**src/hdl/mailbox_hmac_sha256_verify_unit_assert.svh**
```systemverilog
// ---------------------------------------------------------------------------
// Assertion macros shared by the verify unit modules.
// ---------------------------------------------------------------------------
`ifndef MAILBOX_HMAC_SHA256_VERIFY_UNIT_ASSERT_SVH
`define MAILBOX_HMAC_SHA256_VERIFY_UNIT_ASSERT_SVH

// Asserts that an implication holds at every clock edge out of reset.
`define MHV_ASSERT_IMP(label, clk, rst, ante, cons) \
  label: assert property (@(posedge clk) disable iff (rst) (ante) |-> (cons)) \
    else $error("assertion failed");

// Asserts that a condition implies another one on the next clock edge.
`define MHV_ASSERT_NEXT(label, clk, rst, ante, cons) \
  label: assert property (@(posedge clk) disable iff (rst) (ante) |=> (cons)) \
    else $error("assertion failed");

`endif

```
**src/hdl/mhv_pkg.sv**
```systemverilog
// ---------------------------------------------------------------------------
// mhv_pkg
// Shared types, constants and SHA-256 helper functions.
// ---------------------------------------------------------------------------
package mhv_pkg;

  localparam int unsigned NumKeyRegs = 4;
  localparam int unsigned CfgIdxW    = 2;

  localparam logic [CfgIdxW-1:0] RegKey0 = 2'd0;
  localparam logic [CfgIdxW-1:0] RegKey1 = 2'd1;
  localparam logic [CfgIdxW-1:0] RegKey2 = 2'd2;
  localparam logic [CfgIdxW-1:0] RegKey3 = 2'd3;

  localparam logic [31:0] IpadWord = 32'h3636_3636;
  localparam logic [31:0] OpadWord = 32'h5c5c_5c5c;
  localparam logic [31:0] PadBit   = 32'h8000_0000;
  localparam logic [31:0] InnerLen = 32'd640;
  localparam logic [31:0] OuterLen = 32'd768;

  // Which block the datapath loads into the message schedule.
  typedef enum logic [1:0] {
    BLK_INNER_KEY = 2'd0,
    BLK_MSG       = 2'd1,
    BLK_OUTER_KEY = 2'd2,
    BLK_DIGEST    = 2'd3
  } blk_sel_t;

  // Commands from the controller to the datapath.
  typedef struct packed {
    logic     capture;   // latch the input request
    logic     load;      // load a block and chaining value
    blk_sel_t sel;
    logic     round;     // run one compression round
    logic     finish;    // add the working variables into the chaining value
    logic     keep_inner; // keep the chaining value as the inner digest
  } mhv_cmd_t;

  function automatic logic [31:0] rotr(input logic [31:0] x, input int unsigned n);
    rotr = (x >> n) | (x << (32 - n));
  endfunction

  function automatic logic [31:0] round_k(input logic [5:0] i);
    logic [31:0] k [64];
    k = '{
      32'h428a2f98, 32'h71374491, 32'hb5c0fbcf, 32'he9b5dba5, 32'h3956c25b, 32'h59f111f1,
      32'h923f82a4, 32'hab1c5ed5, 32'hd807aa98, 32'h12835b01, 32'h243185be, 32'h550c7dc3,
      32'h72be5d74, 32'h80deb1fe, 32'h9bdc06a7, 32'hc19bf174, 32'he49b69c1, 32'hefbe4786,
      32'h0fc19dc6, 32'h240ca1cc, 32'h2de92c6f, 32'h4a7484aa, 32'h5cb0a9dc, 32'h76f988da,
      32'h983e5152, 32'ha831c66d, 32'hb00327c8, 32'hbf597fc7, 32'hc6e00bf3, 32'hd5a79147,
      32'h06ca6351, 32'h14292967, 32'h27b70a85, 32'h2e1b2138, 32'h4d2c6dfc, 32'h53380d13,
      32'h650a7354, 32'h766a0abb, 32'h81c2c92e, 32'h92722c85, 32'ha2bfe8a1, 32'ha81a664b,
      32'hc24b8b70, 32'hc76c51a3, 32'hd192e819, 32'hd6990624, 32'hf40e3585, 32'h106aa070,
      32'h19a4c116, 32'h1e376c08, 32'h2748774c, 32'h34b0bcb5, 32'h391c0cb3, 32'h4ed8aa4a,
      32'h5b9cca4f, 32'h682e6ff3, 32'h748f82ee, 32'h78a5636f, 32'h84c87814, 32'h8cc70208,
      32'h90befffa, 32'ha4506ceb, 32'hbef9a3f7, 32'hc67178f2};
    round_k = k[i];
  endfunction

  function automatic logic [255:0] start_h();
    start_h = {32'h6a09e667, 32'hbb67ae85, 32'h3c6ef372, 32'ha54ff53a,
               32'h510e527f, 32'h9b05688c, 32'h1f83d9ab, 32'h5be0cd19};
  endfunction

endpackage

```
**src/hdl/mhv_ctrl.sv**
```systemverilog
// ---------------------------------------------------------------------------
// mhv_ctrl
// Sequencer for the four compressions of one HMAC check.
// ---------------------------------------------------------------------------
module mhv_ctrl (
  input  logic              clk,
  input  logic              rst,
  input  logic              in_valid,
  output logic              in_stall,
  output logic              out_valid,
  input  logic              out_stall,
  output mhv_pkg::mhv_cmd_t cmd
);

  typedef enum logic [2:0] {
    S_IDLE,
    S_LOAD,
    S_ROUND,
    S_FINISH,
    S_DONE
  } state_t;

  state_t              state;
  logic [5:0]          rnd;
  mhv_pkg::blk_sel_t   blk;

  assign in_stall  = (state != S_IDLE) || out_valid;

  // Commands decoded from the current state.
  always_comb begin
    cmd            = '0;
    cmd.sel        = blk;
    cmd.capture    = (state == S_IDLE) && in_valid && !out_valid;
    cmd.load       = (state == S_LOAD);
    cmd.round      = (state == S_ROUND);
    cmd.finish     = (state == S_FINISH);
    cmd.keep_inner = (state == S_FINISH) && (blk == mhv_pkg::BLK_MSG);
  end

  // State, round counter and result flag.
  always_ff @(posedge clk) begin
    if (rst) begin
      state     <= S_IDLE;
      rnd       <= '0;
      blk       <= mhv_pkg::BLK_INNER_KEY;
      out_valid <= 1'b0;
    end else begin
      if (out_valid && !out_stall) begin
        out_valid <= 1'b0;
      end
      case (state)
        S_IDLE: begin
          if (in_valid && !out_valid) begin
            blk   <= mhv_pkg::BLK_INNER_KEY;
            state <= S_LOAD;
          end
        end
        S_LOAD: begin
          rnd   <= '0;
          state <= S_ROUND;
        end
        S_ROUND: begin
          rnd <= rnd + 6'd1;
          if (rnd == 6'd63) begin
            state <= S_FINISH;
          end
        end
        S_FINISH: begin
          if (blk == mhv_pkg::BLK_DIGEST) begin
            state <= S_DONE;
          end else begin
            blk   <= mhv_pkg::blk_sel_t'(blk + 2'd1);
            state <= S_LOAD;
          end
        end
        S_DONE: begin
          out_valid <= 1'b1;
          state     <= S_IDLE;
        end
        default: state <= S_IDLE;
      endcase
    end
  end

  `include "mailbox_hmac_sha256_verify_unit_assert.svh"
  `MHV_ASSERT_NEXT(a_round_starts_at_zero, clk, rst, state == S_LOAD, rnd == 6'd0)
  `MHV_ASSERT_NEXT(a_done_gives_valid, clk, rst, state == S_DONE, out_valid)
  `MHV_ASSERT_IMP(a_busy_stalls, clk, rst, state != S_IDLE, in_stall)

endmodule

```
**src/hdl/mhv_datapath.sv**
```systemverilog
// ---------------------------------------------------------------------------
// mhv_datapath
// Key store, message schedule window and one shared SHA-256 round unit.
// ---------------------------------------------------------------------------
module mhv_datapath (
  input  logic                          clk,
  input  logic                          rst,
  input  mhv_pkg::mhv_cmd_t             cmd,
  input  logic                          cfg_we,
  input  logic [mhv_pkg::CfgIdxW-1:0]   cfg_idx,
  input  logic [63:0]                   cfg_data,
  input  logic [127:0]                  msg,
  input  logic [255:0]                  given,
  output logic [255:0]                  tag,
  output logic                          ok
);

  logic [255:0] key;
  logic [127:0] msg_q;
  logic [255:0] given_q;
  logic [511:0] win;
  logic [511:0] win_next;
  logic [255:0] h;
  logic [255:0] inner;
  logic [31:0]  va, vb, vc, vd, ve, vf, vg, vhh;
  logic [5:0]   rnd;
  logic [511:0] blk_data;
  logic [31:0]  pad;
  logic [31:0]  w0, w1, w9, w14, s0, s1, t1, t2;

  // Configuration writes into the key store.
  always_ff @(posedge clk) begin
    if (rst) begin
      key <= '0;
    end else if (cfg_we) begin
      case (cfg_idx)
        mhv_pkg::RegKey0: key[255:192] <= cfg_data;
        mhv_pkg::RegKey1: key[191:128] <= cfg_data;
        mhv_pkg::RegKey2: key[127:64]  <= cfg_data;
        mhv_pkg::RegKey3: key[63:0]    <= cfg_data;
        default: ;
      endcase
    end
  end

  // Block chosen for the next compression.
  always_comb begin
    pad = (cmd.sel == mhv_pkg::BLK_INNER_KEY) ? mhv_pkg::IpadWord : mhv_pkg::OpadWord;
    case (cmd.sel)
      mhv_pkg::BLK_MSG:
        blk_data = {msg_q, mhv_pkg::PadBit, 320'd0, mhv_pkg::InnerLen};
      mhv_pkg::BLK_DIGEST:
        blk_data = {inner, mhv_pkg::PadBit, 192'd0, mhv_pkg::OuterLen};
      default:
        blk_data = {key ^ {8{pad}}, {8{pad}}};
    endcase
  end

  // Schedule: the window shifts one word a round, the new word at the end.
  assign w0  = win[511:480];
  assign w1  = win[479:448];
  assign w9  = win[223:192];
  assign w14 = win[63:32];
  assign s0  = mhv_pkg::rotr(w1, 7) ^ mhv_pkg::rotr(w1, 18) ^ (w1 >> 3);
  assign s1  = mhv_pkg::rotr(w14, 17) ^ mhv_pkg::rotr(w14, 19) ^ (w14 >> 10);
  assign win_next = {win[479:0], w0 + s0 + w9 + s1};

  // One compression round.
  assign t1 = vhh + (mhv_pkg::rotr(ve, 6) ^ mhv_pkg::rotr(ve, 11) ^ mhv_pkg::rotr(ve, 25))
            + ((ve & vf) ^ (~ve & vg)) + mhv_pkg::round_k(rnd) + w0;
  assign t2 = (mhv_pkg::rotr(va, 2) ^ mhv_pkg::rotr(va, 13) ^ mhv_pkg::rotr(va, 22))
            + ((va & vb) ^ (va & vc) ^ (vb & vc));

  always_ff @(posedge clk) begin
    if (cmd.capture) begin
      msg_q   <= msg;
      given_q <= given;
    end
    if (cmd.load) begin
      win <= blk_data;
      rnd <= '0;
      if (cmd.sel == mhv_pkg::BLK_INNER_KEY || cmd.sel == mhv_pkg::BLK_OUTER_KEY) begin
        h <= mhv_pkg::start_h();
        {va, vb, vc, vd, ve, vf, vg, vhh} <= mhv_pkg::start_h();
      end else begin
        {va, vb, vc, vd, ve, vf, vg, vhh} <= h;
      end
    end
    if (cmd.round) begin
      win <= win_next;
      rnd <= rnd + 6'd1;
      {va, vb, vc, vd, ve, vf, vg, vhh} <= {t1 + t2, va, vb, vc, vd + t1, ve, vf, vg};
    end
    if (cmd.finish) begin
      h <= {h[255:224] + va, h[223:192] + vb, h[191:160] + vc, h[159:128] + vd,
            h[127:96] + ve, h[95:64] + vf, h[63:32] + vg, h[31:0] + vhh};
    end
    if (cmd.keep_inner) begin
      inner <= {h[255:224] + va, h[223:192] + vb, h[191:160] + vc, h[159:128] + vd,
                h[127:96] + ve, h[95:64] + vf, h[63:32] + vg, h[31:0] + vhh};
    end
  end

  assign tag = h;
  assign ok  = (h == given_q);

endmodule

```
**src/hdl/mailbox_hmac_sha256_verify_unit.sv**
```systemverilog
// Each request runs four 64-round compressions on the single round unit, one
// round a cycle; a new request is taken only after out_valid has been taken.
// Per compression: load, rounds, finish; then a done state raises out_valid.
// Reset: rst synchronous, active high; clears the key and the handshake.
// ---------------------------------------------------------------------------
// mailbox_hmac_sha256_verify_unit
// HMAC-SHA256 check of one mailbox request against its claimed tag.
// ---------------------------------------------------------------------------
module mailbox_hmac_sha256_verify_unit (
  input  logic                        clk,
  input  logic                        rst,
  input  logic                        cfg_we,
  input  logic [mhv_pkg::CfgIdxW-1:0] cfg_idx,
  input  logic [63:0]                 cfg_data,
  input  logic                        in_valid,
  output logic                        in_stall,
  input  logic [31:0]                 source_id,
  input  logic [31:0]                 message_kind,
  input  logic [31:0]                 payload_word,
  input  logic [31:0]                 sequence_count,
  input  logic [63:0]                 given_tag_0,
  input  logic [63:0]                 given_tag_1,
  input  logic [63:0]                 given_tag_2,
  input  logic [63:0]                 given_tag_3,
  output logic                        out_valid,
  input  logic                        out_stall,
  output logic [63:0]                 computed_tag_0,
  output logic [63:0]                 computed_tag_1,
  output logic [63:0]                 computed_tag_2,
  output logic [63:0]                 computed_tag_3,
  output logic                        tag_ok
);

  mhv_pkg::mhv_cmd_t cmd;
  logic [255:0]      tag;

  mhv_ctrl u_ctrl (
    .clk, .rst, .in_valid, .in_stall, .out_valid, .out_stall, .cmd
  );

  mhv_datapath u_dp (
    .clk, .rst, .cmd, .cfg_we, .cfg_idx, .cfg_data,
    .msg   ({source_id, message_kind, payload_word, sequence_count}),
    .given ({given_tag_0, given_tag_1, given_tag_2, given_tag_3}),
    .tag,
    .ok    (tag_ok)
  );

  assign computed_tag_0 = tag[255:192];
  assign computed_tag_1 = tag[191:128];
  assign computed_tag_2 = tag[127:64];
  assign computed_tag_3 = tag[63:0];

endmodule

```
**config.mk**
```make
export PLATFORM = sky130hd
export DESIGN_NAME = mailbox_hmac_sha256_verify_unit
export DESIGN_NICKNAME = d
export VERILOG_FILES = /design/src/hdl/mhv_pkg.sv /design/src/hdl/mhv_ctrl.sv /design/src/hdl/mhv_datapath.sv /design/src/hdl/mailbox_hmac_sha256_verify_unit.sv
export VERILOG_INCLUDE_DIRS = /design/src /design/src/hdl
export SDC_FILE = /design/constraint.sdc
export NUM_CORES = 2
export LEC_CHECK = 0
export ABC_CLOCK_PERIOD_IN_PS = 49700
export BUFFER_PORTS_ARGS = -buffer_cell sky130_fd_sc_hd__buf_2
export CORE_MARGIN = 1.5
export CORE_UTILIZATION = 30
export DETAILED_ROUTE_END_ITERATION = 16
export GPL_ROUTABILITY_DRIVEN = 0
export PLACE_DENSITY = 0.47
export SYNTH_ARGS = -nofsm -noshare
export SYNTH_HDL_FRONTEND = slang
export SYNTH_SLANG_ARGS = --single-unit
```
**constraint.sdc**
```tcl
create_clock -name clk -period 49.7 [get_ports clk]
set_input_delay 4.97 -clock clk [delete_from_list [all_inputs] [get_ports clk]]
set_output_delay 4.97 -clock clk [all_outputs]
set_load 0.01 [all_outputs]
```
==> flow_summary.yaml <==
synth:
  asyncSetResetFlopFracSynth: 0
  syn_nets: 10800
  ys.flop_type: "sky130_fd_sc_hd__edfxtp_1"
  synth_seq_area_share: 0.532
  syn-mean-instance-area_um2: 10.7
  yosys_warning_count: 0
  syn-cell-area_um2: 104000
  yosys.cell_types.count: 92
  synthCells: 9742
  edff_count_synth: 1670
  synth_seq_cells: 1938
setup_path:
  r2r_cells: 34
  r2r-start: "u_dp.rnd[1]"
  nature_of_the_critical_path_startpoint: "flop"
  worst_path_max_delay_cell: "sky130_fd_sc_hd__edfxtp_1"
  setup.worst_path.end_class: "flop"
  worstReg2RegEnd: "u_dp.va[30]"
  arrival_time_worst_endpoint_ps: 11590
  setup.worst_path.start: "u_dp.rnd[1]"
  critical_path_required_ps: 50310
  endpoint: "u_dp.va[30]"
  crit_path_frequent_cell: "sky130_fd_sc_hd__fa_1"
  critical-path-max-stage-delay_ps: 1010
  worstPathMaxFanout: 25
  worstSetupPathType: "flop to flop"
  worst-r2r-setup-slack_ps: 38720
routing:
  detail_route.wirelength.met1_mm: 204
  routed_wl_mm: 542
  drcViolationCount: 0
  met2_layer_wire_length_in_the_routed_design_mm: 229
  routed-via-count: 85700
  drt-initial-drc-count: 13000
  detailroute.wirelength.met3_mm: 56.7
  antenna_left: 0
  routed_wire_length_per_instance_um: 35.9
  firstDrtPassIters: 10
  top_layer: "met5"
  vias_per_cell: 5.67
timing:
  final_period_minus_worst_setup_slack_ps: 10980
  maximum_achievable_frequency_mhz: 91.1
  fin_setup_tns_ps: 0
  setup_viol: 0
  timing.final.max_slew_violations: 0
  clock-skew-final_ps: 92.6
  grt_setup_unrepaired: "no"
  max-slew-margin-rel: 0.114
  layout_worst_path_cycle_share: 0.221
  tightestPinTransition_ps: 1310
  finalHoldViolations: 0
run:
  max-cap-violations: 0
clock_tree:
  cts_resized: 0
  cts_hold_buffers: 0
  tritoncts: "yes"
  root_buffer_cell: "sky130_fd_sc_hd__clkbuf_16"
  h-tree-depth: 4
  cts.path.max_buffers: 4
  clk_pin_slew_worst_paths_ps: 60
  cts_buffers: 218
  cts.sinks: 1938
  insertion_delay_ps: 960
  post-cts-setup-buffer-count: 0
die:
  rows: 216
  initial_core_util: 0.301
  core_area_um2: 346000
  die_h_um: 593
  io_pins: 714
  die-area_um2: 351000
  die_x_um: 593
cells_and_area:
  n_fill_cell: 34800
  instances_no_fill: 15100
  mostFrequentLayoutCell: "sky130_fd_sc_hd__edfxtp_1"
  synthesis_to_finish_area_growth_pct: 15.6
  mostFrequentLayoutCells: "1,670 x sky130_fd_sc_hd__edfxtp_1, 1,314 x sky130_fd_sc_hd__nand2_1, 912 x sky130_fd_sc_hd__nor2_1"
  final_layout_size_suffix_gt1_frac: 0.126
  design.final.nets: 11400
global_routing:
  grt_start_max_net_pins: 189
  grt_first_pass_wirelength_mm: 710
  grt_remaining_overflow: 0
  vias_in_the_first_global_route: 79300
  antenna_found_initial: 83
  gr-usage-all-layers: 0.299
placement:
  place_hpwl_mm: 421
  io_buffers: 713
  numPlacedInstances: 14700
outcome:
  status: "finished clean"
min_path:
  worstHoldPathType: "flop to flop"
[synth_stat cells (50+ instances only)]
master                     count  area (µm²)
sky130_fd_sc_hd__a21o_1      175        1310
sky130_fd_sc_hd__a21oi_1     739        3700
sky130_fd_sc_hd__a221oi_1    212        1860
sky130_fd_sc_hd__a31oi_1     121         757
sky130_fd_sc_hd__and2_1      186        1160
sky130_fd_sc_hd__clkbuf_1    496        1860
sky130_fd_sc_hd__dfxtp_1     268        5370
sky130_fd_sc_hd__edfxtp_1   1670       50100
sky130_fd_sc_hd__fa_1        195        3900
sky130_fd_sc_hd__ha_1        399        4990
sky130_fd_sc_hd__inv_1       335        1260
sky130_fd_sc_hd__nand2_1    1317        4940
sky130_fd_sc_hd__nand2b_1    185        1160
sky130_fd_sc_hd__nand3_1     194         971
sky130_fd_sc_hd__nand4_1      73         457
sky130_fd_sc_hd__nor2_1      915        3430
sky130_fd_sc_hd__nor2b_1      50         313
sky130_fd_sc_hd__nor3_1      187         936
sky130_fd_sc_hd__o21ai_0     346        1730
sky130_fd_sc_hd__xnor2_1     623        5460
sky130_fd_sc_hd__xor2_1      310        2720
[worst min path at each step]
| stage | from | to | slack, ps | cells after the start |
|---|---|---|---|---|
| 6_report | u_dp.key[32] | u_dp.key[32] | 450 | 2 |
| 5_1_grt | u_dp.key[32] | u_dp.key[32] | 470 | 2 |
| 4_1_cts | u_dp.key[32] | u_dp.key[32] | 450 | 2 |
| 3_5_place_dp | u_dp.key[32] | u_dp.key[32] | 450 | 2 |
| 3_3_place_gp | u_dp.key[247] | u_dp.key[247] | 440 | 2 |
| 2_1_floorplan | u_dp.key[127] | u_dp.key[127] | 430 | 2 |
[metrics by stage]
stage               cell area (µm²)  hold WS [ps]  worst slack [ps]   util
floorplan                    104000           432              6040      -
global route                 120000           473             38410  0.348
finish                       121000           455             38720  0.348
global placement             113000           441             39180  0.327
CTS                          120000           455             39010  0.348
detailed placement           113000           446             39020  0.327
[state kept, by name, summed over array words and instances, names as in the netlist, 128 cells and up]
signal / flops
u_dp.given_q: 256
u_dp.tag: 256
u_dp.win: 512
u_dp.inner: 256
u_dp.key: 256
u_dp.msg_q: 128
[worst max-delay path, delay by kind of cell (launching register included)]
kind,cells,cell delay (ps)
flops,1,1010
compound gates,17,3740
xor+xnor,2,520
fa+ha+maj,8,3730
buf+inv,3,970
simple gates,4,720
[logic make-up after synthesis]
family / share of synthesized area
simple gates: 0.140
compound gates: 0.125
flops: 0.532
xor+xnor: 0.0788
buf+inv: 0.0318
fa+ha+maj: 0.0877
mux: 0.00512
[area by class of cell]
type,count,area (µm²),area share
multi-input cells,6921,45700,0.379
repair buffers,894,5040,0.0418
inverters,340,1280,0.0106
well taps,4578,5730,0.0475
diodes,40,100,0.000830
flip-flops and latches,1938,55500,0.461
clock buffers,287,5970,0.0495
clock inverters,113,1220,0.0102
[routing by layer]
layer	track usage	vias up
met5	0	-
met4	0.234	22
met3	0.0719	1229
met2	0.444	5732
met1	0.374	42900
li1	-	35900
Power is not shown: default switching activity piles up to over one toggle a cycle in this logic, so the estimate is an artifact.
